File: config.mk
export PLATFORM = sky130hd
export DESIGN_NAME = double_ended_queue_unit_flat
export DESIGN_NICKNAME = d
export VERILOG_FILES = /design/src/dq_pkg.sv /design/src/dq_req_if.sv /design/src/dq_rsp_if.sv /design/src/double_ended_queue_unit.sv /design/src/dq_cell.sv /design/src/flat_wrapper.sv
export SDC_FILE = /design/constraint.sdc
export NUM_CORES = 2
export LEC_CHECK = 0
export ABC_AREA = 1
export BUFFER_PORTS_ARGS = -buffer_cell sky130_fd_sc_hd__buf_2
export CAP_MARGIN = 25
export CORE_MARGIN = 3
export CORE_UTILIZATION = 45
export DETAILED_ROUTE_END_ITERATION = 12
export MAX_ROUTING_LAYER = met4
export PLACE_DENSITY = 0.65
export SLEW_MARGIN = 20
export SYNTH_ARGS = -nofsm -noshare
export SYNTH_HDL_FRONTEND = slang
export SYNTH_HIERARCHICAL = 1
export SYNTH_SLANG_ARGS = --single-unit
File: constraint.sdc
create_clock -name clk -period 8.63 [get_ports clk]
set_input_delay 1.2945 -clock clk [delete_from_list [all_inputs] [get_ports clk]]
set_output_delay 1.2945 -clock clk [all_outputs]
set_load 0.01 [all_outputs]
File: src/dq_pkg.sv
// shared types and constants of the double-ended queue
`default_nettype none
package dq_pkg;

	typedef enum logic [2:0] {
		MODE_PUSH_BACK  = 3'd0,
		MODE_PUSH_FRONT = 3'd1,
		MODE_POP_FRONT  = 3'd2,
		MODE_POP_BACK   = 3'd3,
		MODE_PEEK_FRONT = 3'd4,
		MODE_PEEK_BACK  = 3'd5,
		MODE_CLEAR      = 3'd6
	} mode_t;

	typedef enum logic [1:0] {
		ST_OK    = 2'd0,
		ST_EMPTY = 2'd1,
		ST_FULL  = 2'd2
	} status_t;

	localparam logic signed [31:0] NO_VALUE = -32'sd1;

	// per-cycle commands broadcast to every cell
	typedef struct packed {
		logic a_shr;
		logic a_shl;
		logic a_wr;
		logic b_shr;
		logic b_shl;
		logic b_wr;
	} cell_ctrl_t;

endpackage
`default_nettype wire

File: src/dq_req_if.sv
// request channel carrying one queue operation
`default_nettype none
interface dq_req_if;
	logic               valid;
	logic               ready;
	logic [2:0]         mode;
	logic signed [31:0] push_value;

	modport source (output valid, output mode, output push_value, input ready);
	modport sink (input valid, input mode, input push_value, output ready);
endinterface
`default_nettype wire

File: src/dq_rsp_if.sv
// response channel carrying one operation result
`default_nettype none
interface dq_rsp_if;
	logic               valid;
	logic               ready;
	logic signed [31:0] read_value;
	logic [1:0]         status;
	logic [4:0]         fill_level;

	modport source (output valid, output read_value, output status, output fill_level,
		input ready);
	modport sink (input valid, input read_value, input status, input fill_level,
		output ready);
endinterface
`default_nettype wire

File: src/double_ended_queue_unit.sv
// top level of the double-ended queue: cell row, count and result register
//
//  channel | dir | transaction payload
//  --------+-----+------------------------------------------
//  req     | in  | mode, push_value
//  rsp     | out | read_value, status, fill_level
//
// one operation per cycle while rsp is ready; each accepted request's response is registered and shows the next cycle
// the row holds the contents twice, front-aligned and back-aligned, so both
// ends sit in cell 0 and every shift moves data one cell per cycle
// reset clears the count and the response valid, cell contents need none
// req stalls only while a response waits in the output register
`default_nettype none
module double_ended_queue_unit #(
	parameter int DEPTH = 16
) (
	input  wire logic clk,
	input  wire logic arst_n,
	dq_req_if.sink    req,
	dq_rsp_if.source  rsp
);
	import dq_pkg::*;

	localparam int CW = $clog2(DEPTH + 1);

	logic               accept;
	logic               full;
	logic               empty;
	mode_t              mode;
	cell_ctrl_t         ctrl;
	logic [CW-1:0]      count_q;
	logic [CW-1:0]      count_d;
	logic signed [31:0] rd_d;
	status_t            st_d;
	logic [CW+4:0]      count_ext;

	logic               rsp_valid_q;
	logic signed [31:0] rsp_value_q;
	status_t            rsp_status_q;
	logic [4:0]         rsp_fill_q;

	logic signed [31:0] a_w [DEPTH];
	logic signed [31:0] b_w [DEPTH];

	assign req.ready = !rsp_valid_q || rsp.ready;
	assign accept = req.valid && req.ready;
	assign mode = mode_t'(req.mode);
	assign full = (count_q == CW'(DEPTH));
	assign empty = (count_q == '0);

	always_comb begin
		ctrl = '0;
		count_d = count_q;
		rd_d = NO_VALUE;
		st_d = ST_OK;
		case (mode)
			MODE_PUSH_BACK: begin
				if (full) begin
					st_d = ST_FULL;
				end else begin
					ctrl.a_wr = accept;
					ctrl.b_shr = accept;
					count_d = count_q + CW'(1);
				end
			end
			MODE_PUSH_FRONT: begin
				if (full) begin
					st_d = ST_FULL;
				end else begin
					ctrl.a_shr = accept;
					ctrl.b_wr = accept;
					count_d = count_q + CW'(1);
				end
			end
			MODE_POP_FRONT: begin
				if (empty) begin
					st_d = ST_EMPTY;
				end else begin
					rd_d = a_w[0];
					ctrl.a_shl = accept;
					count_d = count_q - CW'(1);
				end
			end
			MODE_POP_BACK: begin
				if (empty) begin
					st_d = ST_EMPTY;
				end else begin
					rd_d = b_w[0];
					ctrl.b_shl = accept;
					count_d = count_q - CW'(1);
				end
			end
			MODE_PEEK_FRONT: begin
				if (empty) begin
					st_d = ST_EMPTY;
				end else begin
					rd_d = a_w[0];
				end
			end
			MODE_PEEK_BACK: begin
				if (empty) begin
					st_d = ST_EMPTY;
				end else begin
					rd_d = b_w[0];
				end
			end
			MODE_CLEAR: begin
				count_d = '0;
			end
			default: begin
				count_d = count_q;
			end
		endcase
	end

	assign count_ext = {5'd0, count_d};

	always_ff @(posedge clk or negedge arst_n) begin
		if (!arst_n) begin
			count_q <= '0;
			rsp_valid_q <= 1'b0;
		end else begin
			if (accept) begin
				count_q <= count_d;
				rsp_valid_q <= 1'b1;
			end else if (rsp.ready) begin
				rsp_valid_q <= 1'b0;
			end
		end
	end

	always_ff @(posedge clk) begin
		if (accept) begin
			rsp_value_q <= rd_d;
			rsp_status_q <= st_d;
			rsp_fill_q <= count_ext[4:0];
		end
	end

	assign rsp.valid = rsp_valid_q;
	assign rsp.read_value = rsp_value_q;
	assign rsp.status = rsp_status_q;
	assign rsp.fill_level = rsp_fill_q;

	for (genvar i = 0; i < DEPTH; i++) begin : g_cell
		logic signed [31:0] a_left;
		logic signed [31:0] a_right;
		logic signed [31:0] b_left;
		logic signed [31:0] b_right;

		if (i == 0) begin : g_head
			assign a_left = req.push_value;
			assign b_left = req.push_value;
		end else begin : g_body
			assign a_left = a_w[i-1];
			assign b_left = b_w[i-1];
		end

		if (i == DEPTH - 1) begin : g_tail
			assign a_right = a_w[i];
			assign b_right = b_w[i];
		end else begin : g_inner
			assign a_right = a_w[i+1];
			assign b_right = b_w[i+1];
		end

		dq_cell #(
			.DEPTH (DEPTH),
			.INDEX (i)
		) u_cell (
			.clk     (clk),
			.ctrl    (ctrl),
			.count   (count_q),
			.value   (req.push_value),
			.a_left  (a_left),
			.a_right (a_right),
			.b_left  (b_left),
			.b_right (b_right),
			.a       (a_w[i]),
			.b       (b_w[i])
		);
	end
endmodule
`default_nettype wire

File: src/dq_cell.sv
// one queue cell: a front-aligned and a back-aligned entry with neighbor shifts
`default_nettype none
module dq_cell #(
	parameter int DEPTH = 16,
	parameter int INDEX = 0
) (
	input  wire logic                           clk,
	input  wire dq_pkg::cell_ctrl_t             ctrl,
	input  wire logic [$clog2(DEPTH+1)-1:0]     count,
	input  wire logic signed [31:0]             value,
	input  wire logic signed [31:0]             a_left,
	input  wire logic signed [31:0]             a_right,
	input  wire logic signed [31:0]             b_left,
	input  wire logic signed [31:0]             b_right,
	output logic signed [31:0]                  a,
	output logic signed [31:0]                  b
);
	import dq_pkg::*;

	localparam int CW = $clog2(DEPTH + 1);

	logic hit;
	logic signed [31:0] a_q;
	logic signed [31:0] b_q;

	assign hit = (count == CW'(INDEX));

	always_ff @(posedge clk) begin
		if (ctrl.a_shr) begin
			a_q <= a_left;
		end else if (ctrl.a_shl) begin
			a_q <= a_right;
		end else if (ctrl.a_wr && hit) begin
			a_q <= value;
		end
	end

	always_ff @(posedge clk) begin
		if (ctrl.b_shr) begin
			b_q <= b_left;
		end else if (ctrl.b_shl) begin
			b_q <= b_right;
		end else if (ctrl.b_wr && hit) begin
			b_q <= value;
		end
	end

	assign a = a_q;
	assign b = b_q;
endmodule
`default_nettype wire

File: src/flat_wrapper.sv
// flat-port wrapper written by rule: the top's interface ports become plain ports
module double_ended_queue_unit_flat import dq_pkg::*;
#(
	parameter int DEPTH = 16
)
  (clk, arst_n, req_valid, req_mode, req_push_value, req_ready, rsp_valid, rsp_read_value, rsp_status, rsp_fill_level, rsp_ready);
  dq_req_if req_i ();
  dq_rsp_if rsp_i ();
  input  wire logic clk;
  input  wire logic arst_n;
  input wire logic [$bits(req_i.valid)-1:0] req_valid;
  input wire logic [$bits(req_i.mode)-1:0] req_mode;
  input wire logic [$bits(req_i.push_value)-1:0] req_push_value;
  output wire logic [$bits(req_i.ready)-1:0] req_ready;
  output wire logic [$bits(rsp_i.valid)-1:0] rsp_valid;
  output wire logic [$bits(rsp_i.read_value)-1:0] rsp_read_value;
  output wire logic [$bits(rsp_i.status)-1:0] rsp_status;
  output wire logic [$bits(rsp_i.fill_level)-1:0] rsp_fill_level;
  input wire logic [$bits(rsp_i.ready)-1:0] rsp_ready;
  assign req_i.valid = req_valid;
  assign req_i.mode = req_mode;
  assign req_i.push_value = req_push_value;
  assign req_ready = req_i.ready;
  assign rsp_valid = rsp_i.valid;
  assign rsp_read_value = rsp_i.read_value;
  assign rsp_status = rsp_i.status;
  assign rsp_fill_level = rsp_i.fill_level;
  assign rsp_i.ready = rsp_ready;
  double_ended_queue_unit #(.DEPTH(DEPTH)) u_core (.clk(clk), .arst_n(arst_n), .req(req_i), .rsp(rsp_i));
endmodule
### After elaboration in Yosys (flattened, before gate mapping)

Index checks and enable logic that the tools add are counted.

| operators by class | value |
|---|---|
| reduce and logical (&&, ||, !) cells | 77 |
| equal/unequal tests | 24 |
| multiplexer cells | 114 |
| add/subtract/negate cells | 2 |

Operators with widths:

| operator | number |
|---|---|
| 2-to-1 mux 32 bit | 98 |
| nonzero test 3 bit | 30 |
| case mux 32 bit (2 select lines) | 1 |
| == test 5 x 4 -> 1 bit (second input constant) | 8 |
| logical AND 1 bit | 33 |
| == test 5 x 3 -> 1 bit (second input constant) | 4 |
| case mux 5 bit (3 select lines) | 1 |
| == test 5 x 2 -> 1 bit (second input constant) | 2 |
| 2-to-1 mux 5 bit | 2 |
| == test 3 bit (second input constant) | 3 |
| 2-to-1 mux 1 bit | 8 |
| OR reduction 2 bit | 4 |
| == test 3 x 2 -> 1 bit (second input constant) | 2 |
| 2-to-1 mux 2 bit | 3 |
| nonzero test 2 bit | 3 |
| adder 5 x 1 -> 5 bit (second input constant) | 1 |
| == test 5 x 1 -> 1 bit (second input constant) | 1 |
| == test 5 bit (second input constant) | 1 |
| zero test 5 bit | 1 |
| subtractor 5 x 1 -> 5 bit (second input constant) | 1 |
| case mux 2 bit (2 select lines) | 1 |
| AND reduction 2 bit | 2 |
| OR reduction 4 bit | 1 |
| == test 3 x 1 -> 1 bit (second input constant) | 1 |
| 5 further kinds | 5 |

| word-level totals | value |
|---|---|
| logic and storage cells | 254 |
| bits in registers | 1069 |
| input bits | 39 |
| output and inout bits | 41 |

### Longest topological paths before layout

| depth | value |
|---|---|
| depth in word-level cells | 9 |
| gate-level depth with buffers | 13 |

### By module

The synthesis kept the hierarchy.

By module, submodules not included:

| module | seq. area each (um^2) | cells an instance | area each (um^2) | instances |
|---|---|---|---|---|
| dq_cell (u_core.g_cell[11].u_cell ...) | 1921.8 | 522 | 3856.2 | 5 |
| dq_cell (u_core.g_cell[1].u_cell ...) | 1921.8 | 362 | 3415.8 | 4 |
| dq_cell (u_core.g_cell[10].u_cell ...) | 1921.8 | 363 | 3398.3 | 4 |
| dq_cell (u_core.g_cell[12].u_cell ...) | 1921.8 | 521 | 3849.9 | 2 |
| dq_cell (u_core.g_cell[0].u_cell) | 1921.8 | 361 | 3367.0 | 1 |
| double_ended_queue_unit | 1321.3 | 254 | 2456.1 | 1 |

### Worst setup path after synthesis

OpenSTA, ideal clock, no wires.

| timing path | value |
|---|---|
| path type | input port to flip-flop |
| start | input rsp_ready |
| end | register u_core.g_cell[12].u_cell.a_q[0] (enable) |
| arrival | 6.849 ns |
| path slack | 1.391 ns |
| cell stages on the path | 9 |
| data required time | 8.240 ns |
| buffers on the path | 1 |
| path through | inv_1 -> nand2_1 -> nand2_1 -> clkinv_1 -> nand2_1 -> nor4_1 -> buf_4 -> nor2_1 -> nand2_1 |

RTL lines:

| what | RTL line | source |
|---|---|---|
| start: declaration | flat_wrapper.sv:19 | `input wire logic [$bits(rsp_i.ready)-1:0] rsp_ready;` |
| end signal: assignment | dq_cell.sv:30 | `a_q <= a_left;` |
| end signal: assignment | dq_cell.sv:32 | `a_q <= a_right;` |
| end signal: assignment | dq_cell.sv:34 | `a_q <= value;` |
| end: declaration | dq_cell.sv:23 | `logic signed [31:0] a_q;` |

### Final worst setup path

| timing path | value |
|---|---|
| start | register u_core.count_q[0] |
| end | register u_core.g_cell[15].u_cell.a_q[21], data pin |

| between the ends | value |
|---|---|
| cells in the longest elaborated chain, start to end | 4 |

Ends and longest elaborated chain:

| what | RTL line | source |
|---|---|---|
| start: declaration | double_ended_queue_unit.sv:31 | `logic [CW-1:0] count_q;` |
| start signal: assignment | double_ended_queue_unit.sv:124 | `count_q <= count_d;` |
| == test 5 bit | double_ended_queue_unit.sv:48 | `assign full = (count_q == CW'(DEPTH));` |
| 2-to-1 mux 1 bit | double_ended_queue_unit.sv:67 | `if (full) begin` |
| 2-to-1 mux 1 bit | double_ended_queue_unit.sv:56 | `case (mode)` |
| 2-to-1 mux 32 bit | dq_cell.sv:29 | `if (ctrl.a_shr) begin` |
| end signal: assignment | dq_cell.sv:30 |  |
| end signal: assignment | dq_cell.sv:32 |  |
| end signal: assignment | dq_cell.sv:34 |  |
| end: declaration | dq_cell.sv:23 |  |

No other way between the ends.
A chain may end at the register's enable or synchronous reset.

==> flow_metrics.env <==
export IMPL_setup_tns_ps=0
export IMPL_clock_latency_ps=740
export IMPL_rows=133
export IMPL_leakage_nw=27.4
export IMPL_grt_overflow=0
export IMPL_htree_num_levels=3
export IMPL_globalplace_congestion=0.999
export IMPL_grt_pass1_vias=44800
export IMPL_stdcell_count=8850
export IMPL_core_area_mm2=0.132
export IMPL_totalWireLength_mm=209
export IMPL_grt_usage=0.304
export IMPL_rsz0062_at_grt="false"
export IMPL_synth_cell_types=29
export IMPL_io_pin_count=80
export IMPL_grt_antenna_before_repair=1
export IMPL_initial_core_util=0.455
export IMPL_cts_setup_buffers=0
export IMPL_drcViolationCount=0
export IMPL_worst_endpoint_arrival_ps=5170
export IMPL_r2r_start="u_core/count_q[0]"
export IMPL_dr_first_iter_drc_count=6024
export IMPL_ys_warn_count=6
export IMPL_fin_area_mm2=0.0632
export IMPL_area_growth_syn_to_layout_pct=5.29
export IMPL_synth_nets=7208
export IMPL_maxCapViolCount=0
export IMPL_die_area_mm2=0.138
export IMPL_comb_power_share=0.148
export IMPL_required_ps=9220
export IMPL_power_internal_mw=9.72
export IMPL_setup_viol=0
export IMPL_clock_sinks=1069
export IMPL_synth_seq_cells=1069
export IMPL_fmax_mhz=218
export IMPL_first_pass_iters=6
export IMPL_cts_tree="done"
export IMPL_routedWlPerCell_um=23.6
export IMPL_slew_headroom=0.231
export IMPL_crit_start="u_core/count_q[0]"
export IMPL_drtAntennaViolNets=0
export IMPL_skew_ps=36.0
export IMPL_grt_max_degree=190
export IMPL_cts_max_path_buffers=3
export IMPL_place_port_buffers=79
export IMPL_peakVddDrop_uv=173
export IMPL_hold_viol=0
export IMPL_ys_seq_area_frac=0.534
export IMPL_p_sw_frac=0.286
export IMPL_outcome="completed"
export IMPL_dp_hpwl_mm=141
export IMPL_syn_avg_cell_area_um2=8.38
export IMPL_layout_drive_gt1_share=0.0651
export IMPL_dp_cells=8624
export IMPL_finalNetCount=7030
export IMPL_die_w_um=371
export IMPL_cts_resized=0
export IMPL_vias=48500
export IMPL_holdBufCountCts=0
export IMPL_p_sw_mw=3.89
export IMPL_grt_pass1_wl_mm=303
export IMPL_die_h_um=371
export IMPL_drv_slew=0
export IMPL_p_per_area_mw_per_mm2=215
export IMPL_cts_root_buf="clkbuf_16"
export IMPL_fin_crit_ps=4580
export IMPL_startpoint_type="flip-flop"
export IMPL_cts_buffers=118
export IMPL_pwr_share_clk=0.381
export IMPL_clk_pin_slew_ps=60
export IMPL_postSynthCellCount=7167
export IMPL_seqPwrFrac=0.471
export IMPL_syn_cell_area_mm2=0.0601
export IMPL_layout_worst_path_cycle_share=0.531
export IMPL_path_class="flip-flop to flip-flop"
export IMPL_placed_area_mm2=0.0593
export IMPL_crit_fanout=189
export IMPL_tightestPinTransition_ps=1150
export IMPL_viasPerCell=5.48
export IMPL_crit_path_end_kind="flip-flop"
export IMPL_place_ws_ps=3480
export IMPL_layout_setup_ws_ps=4050
export IMPL_worst_hold_path_type="input pin to async pin"
[path summary, 6_finish.rpt]
| path | end | slack [ps] | cells past startpoint |
|---|---|---|---|
| max reg2reg | u_core/g_cell[15].u_cell/a[21] | 4050 | 13 |
| min reg2reg | u_core/rsp.valid | 520 | 2 |
| max | u_core/g_cell[15].u_cell/a[21] | 4050 | 13 |
| max in group asynchronous | u_core/count_q[2] | 8070 | 1 |
| min in group clk | u_core/rsp.valid | 520 | 2 |
| min | u_core/rsp.valid | 390 | 1 |
[flip-flops by register name (all words and copies together), names as in the netlist]
| name | count |
|---|---|
| u_core/rsp.fill_level | 5 |
| u_core/rsp.status | 2 |
| u_core/rsp.read_value | 32 |
| u_core/count_q | 5 |
| u_core/rsp.valid | 1 |
| u_core/g_cell.u_cell/b | 512 |
| u_core/g_cell.u_cell/a | 512 |
[critical path: stages (launching register included)]
cell and delay, ps:
dfrtp_1 320, buf_4 360, inv_1 190, ha_1 350, nand3_2 160, inv_2 40, buf_4 320, nor4_2 390
buf_12 520, buf_12 610, inv_4 340, nand2_1 250, nand3_1 90, nand2_1 90
[Yosys cell counts (all sizes together)]
cell type,count,share of area
a21boi,1,0.00019
a21oi,1152,0.099
a31oi,1,0.00010
buf,465,0.069
clkbuf,2,0.00019
clkinv,19,0.0027
dfrtp,6,0.0025
edfxtp,1063,0.53
ha,2,0.00042
inv,753,0.049
nand2,2447,0.15
nand3,523,0.044
nand4,16,0.0017
nor2,644,0.041
nor4,4,0.00042
o21ai,67,0.0060
xor2,2,0.00029
[cell usage in the layout (no fill, tap or decap), drive strengths merged]
cell type / synthesis / routed
xor2: 2 / 2
dfrtp: 6 / 6
ha: 2 / 2
nand4: 16 / 16
nand3: 523 / 523
buf: 465 / 169
edfxtp: 1063 / 1063
bufinv: 0 / 14
diode: 0 / 1
nand2: 2447 / 2447
clkbuf: 2 / 148
a21boi: 1 / 1
o21ai: 67 / 67
clkinvlp: 0 / 2
a21oi: 1152 / 1152
inv: 753 / 754
a31oi: 1 / 1
nor2: 644 / 644
nor4: 4 / 4
clkinv: 19 / 79
[cell type report]
| class | instances | area, um2 |
|---|---|---|
| clock buffer | 148 | 3150 |
| fill | 12900 | 68700 |
| clock inverter | 77 | 763 |
| inverter | 772 | 3080 |
| antenna | 1 | 2.50 |
| sequential | 1069 | 32100 |
| tap | 1755 | 2200 |
| timing repair buffer | 169 | 1210 |
| multi-input combinational | 4859 | 20800 |
[routing by layer]
layer / global-route usage / up-vias / routed length (um)
li1: - / 23000 / -
met1: 0.403 / 22700 / 86400
met2: 0.437 / 2317 / 90000
met3: 0.0313 / 456 / 14900
met4: 0.219 / 0 / 17400
met5: - / - / 0
[cells by family (layout without fill, tap and decap cells)]
family                     Yosys count  after routing  synth area share
adders and majority gates            2              2          0.000417
AOI/OAI and AO/OA                 1221           1221             0.105
and+or+nand+nor                   3634           3634             0.239
other                                0              1                 0
buffers and inverters             1239           1166             0.121
xor gates and xnor gates             2              2          0.000292
DFF                               1069           1069             0.534
[power groups by stage]
stage                     Clock, mW  Combinational (mW)  Sequential (mW)
after floorplan                   0                1.35             6.48
after global placement            0                1.93             6.51
after detailed placement          0                1.97             6.51
after CTS                      5.26                1.98             6.41
after global routing           5.46                2.19             6.44
final                          5.18                2.01             6.41
[stage by stage]
step / total power [mW] / util / hold WS [ps]
floorplan: 7.83 / - / 517
global placement: 8.44 / 0.450 / 511
detailed placement: 8.48 / 0.450 / 510
CTS: 13.6 / 0.479 / 351
global route: 14.1 / 0.479 / 376
finish: 13.6 / 0.479 / 391
Power figures use the tool's default switching activity.
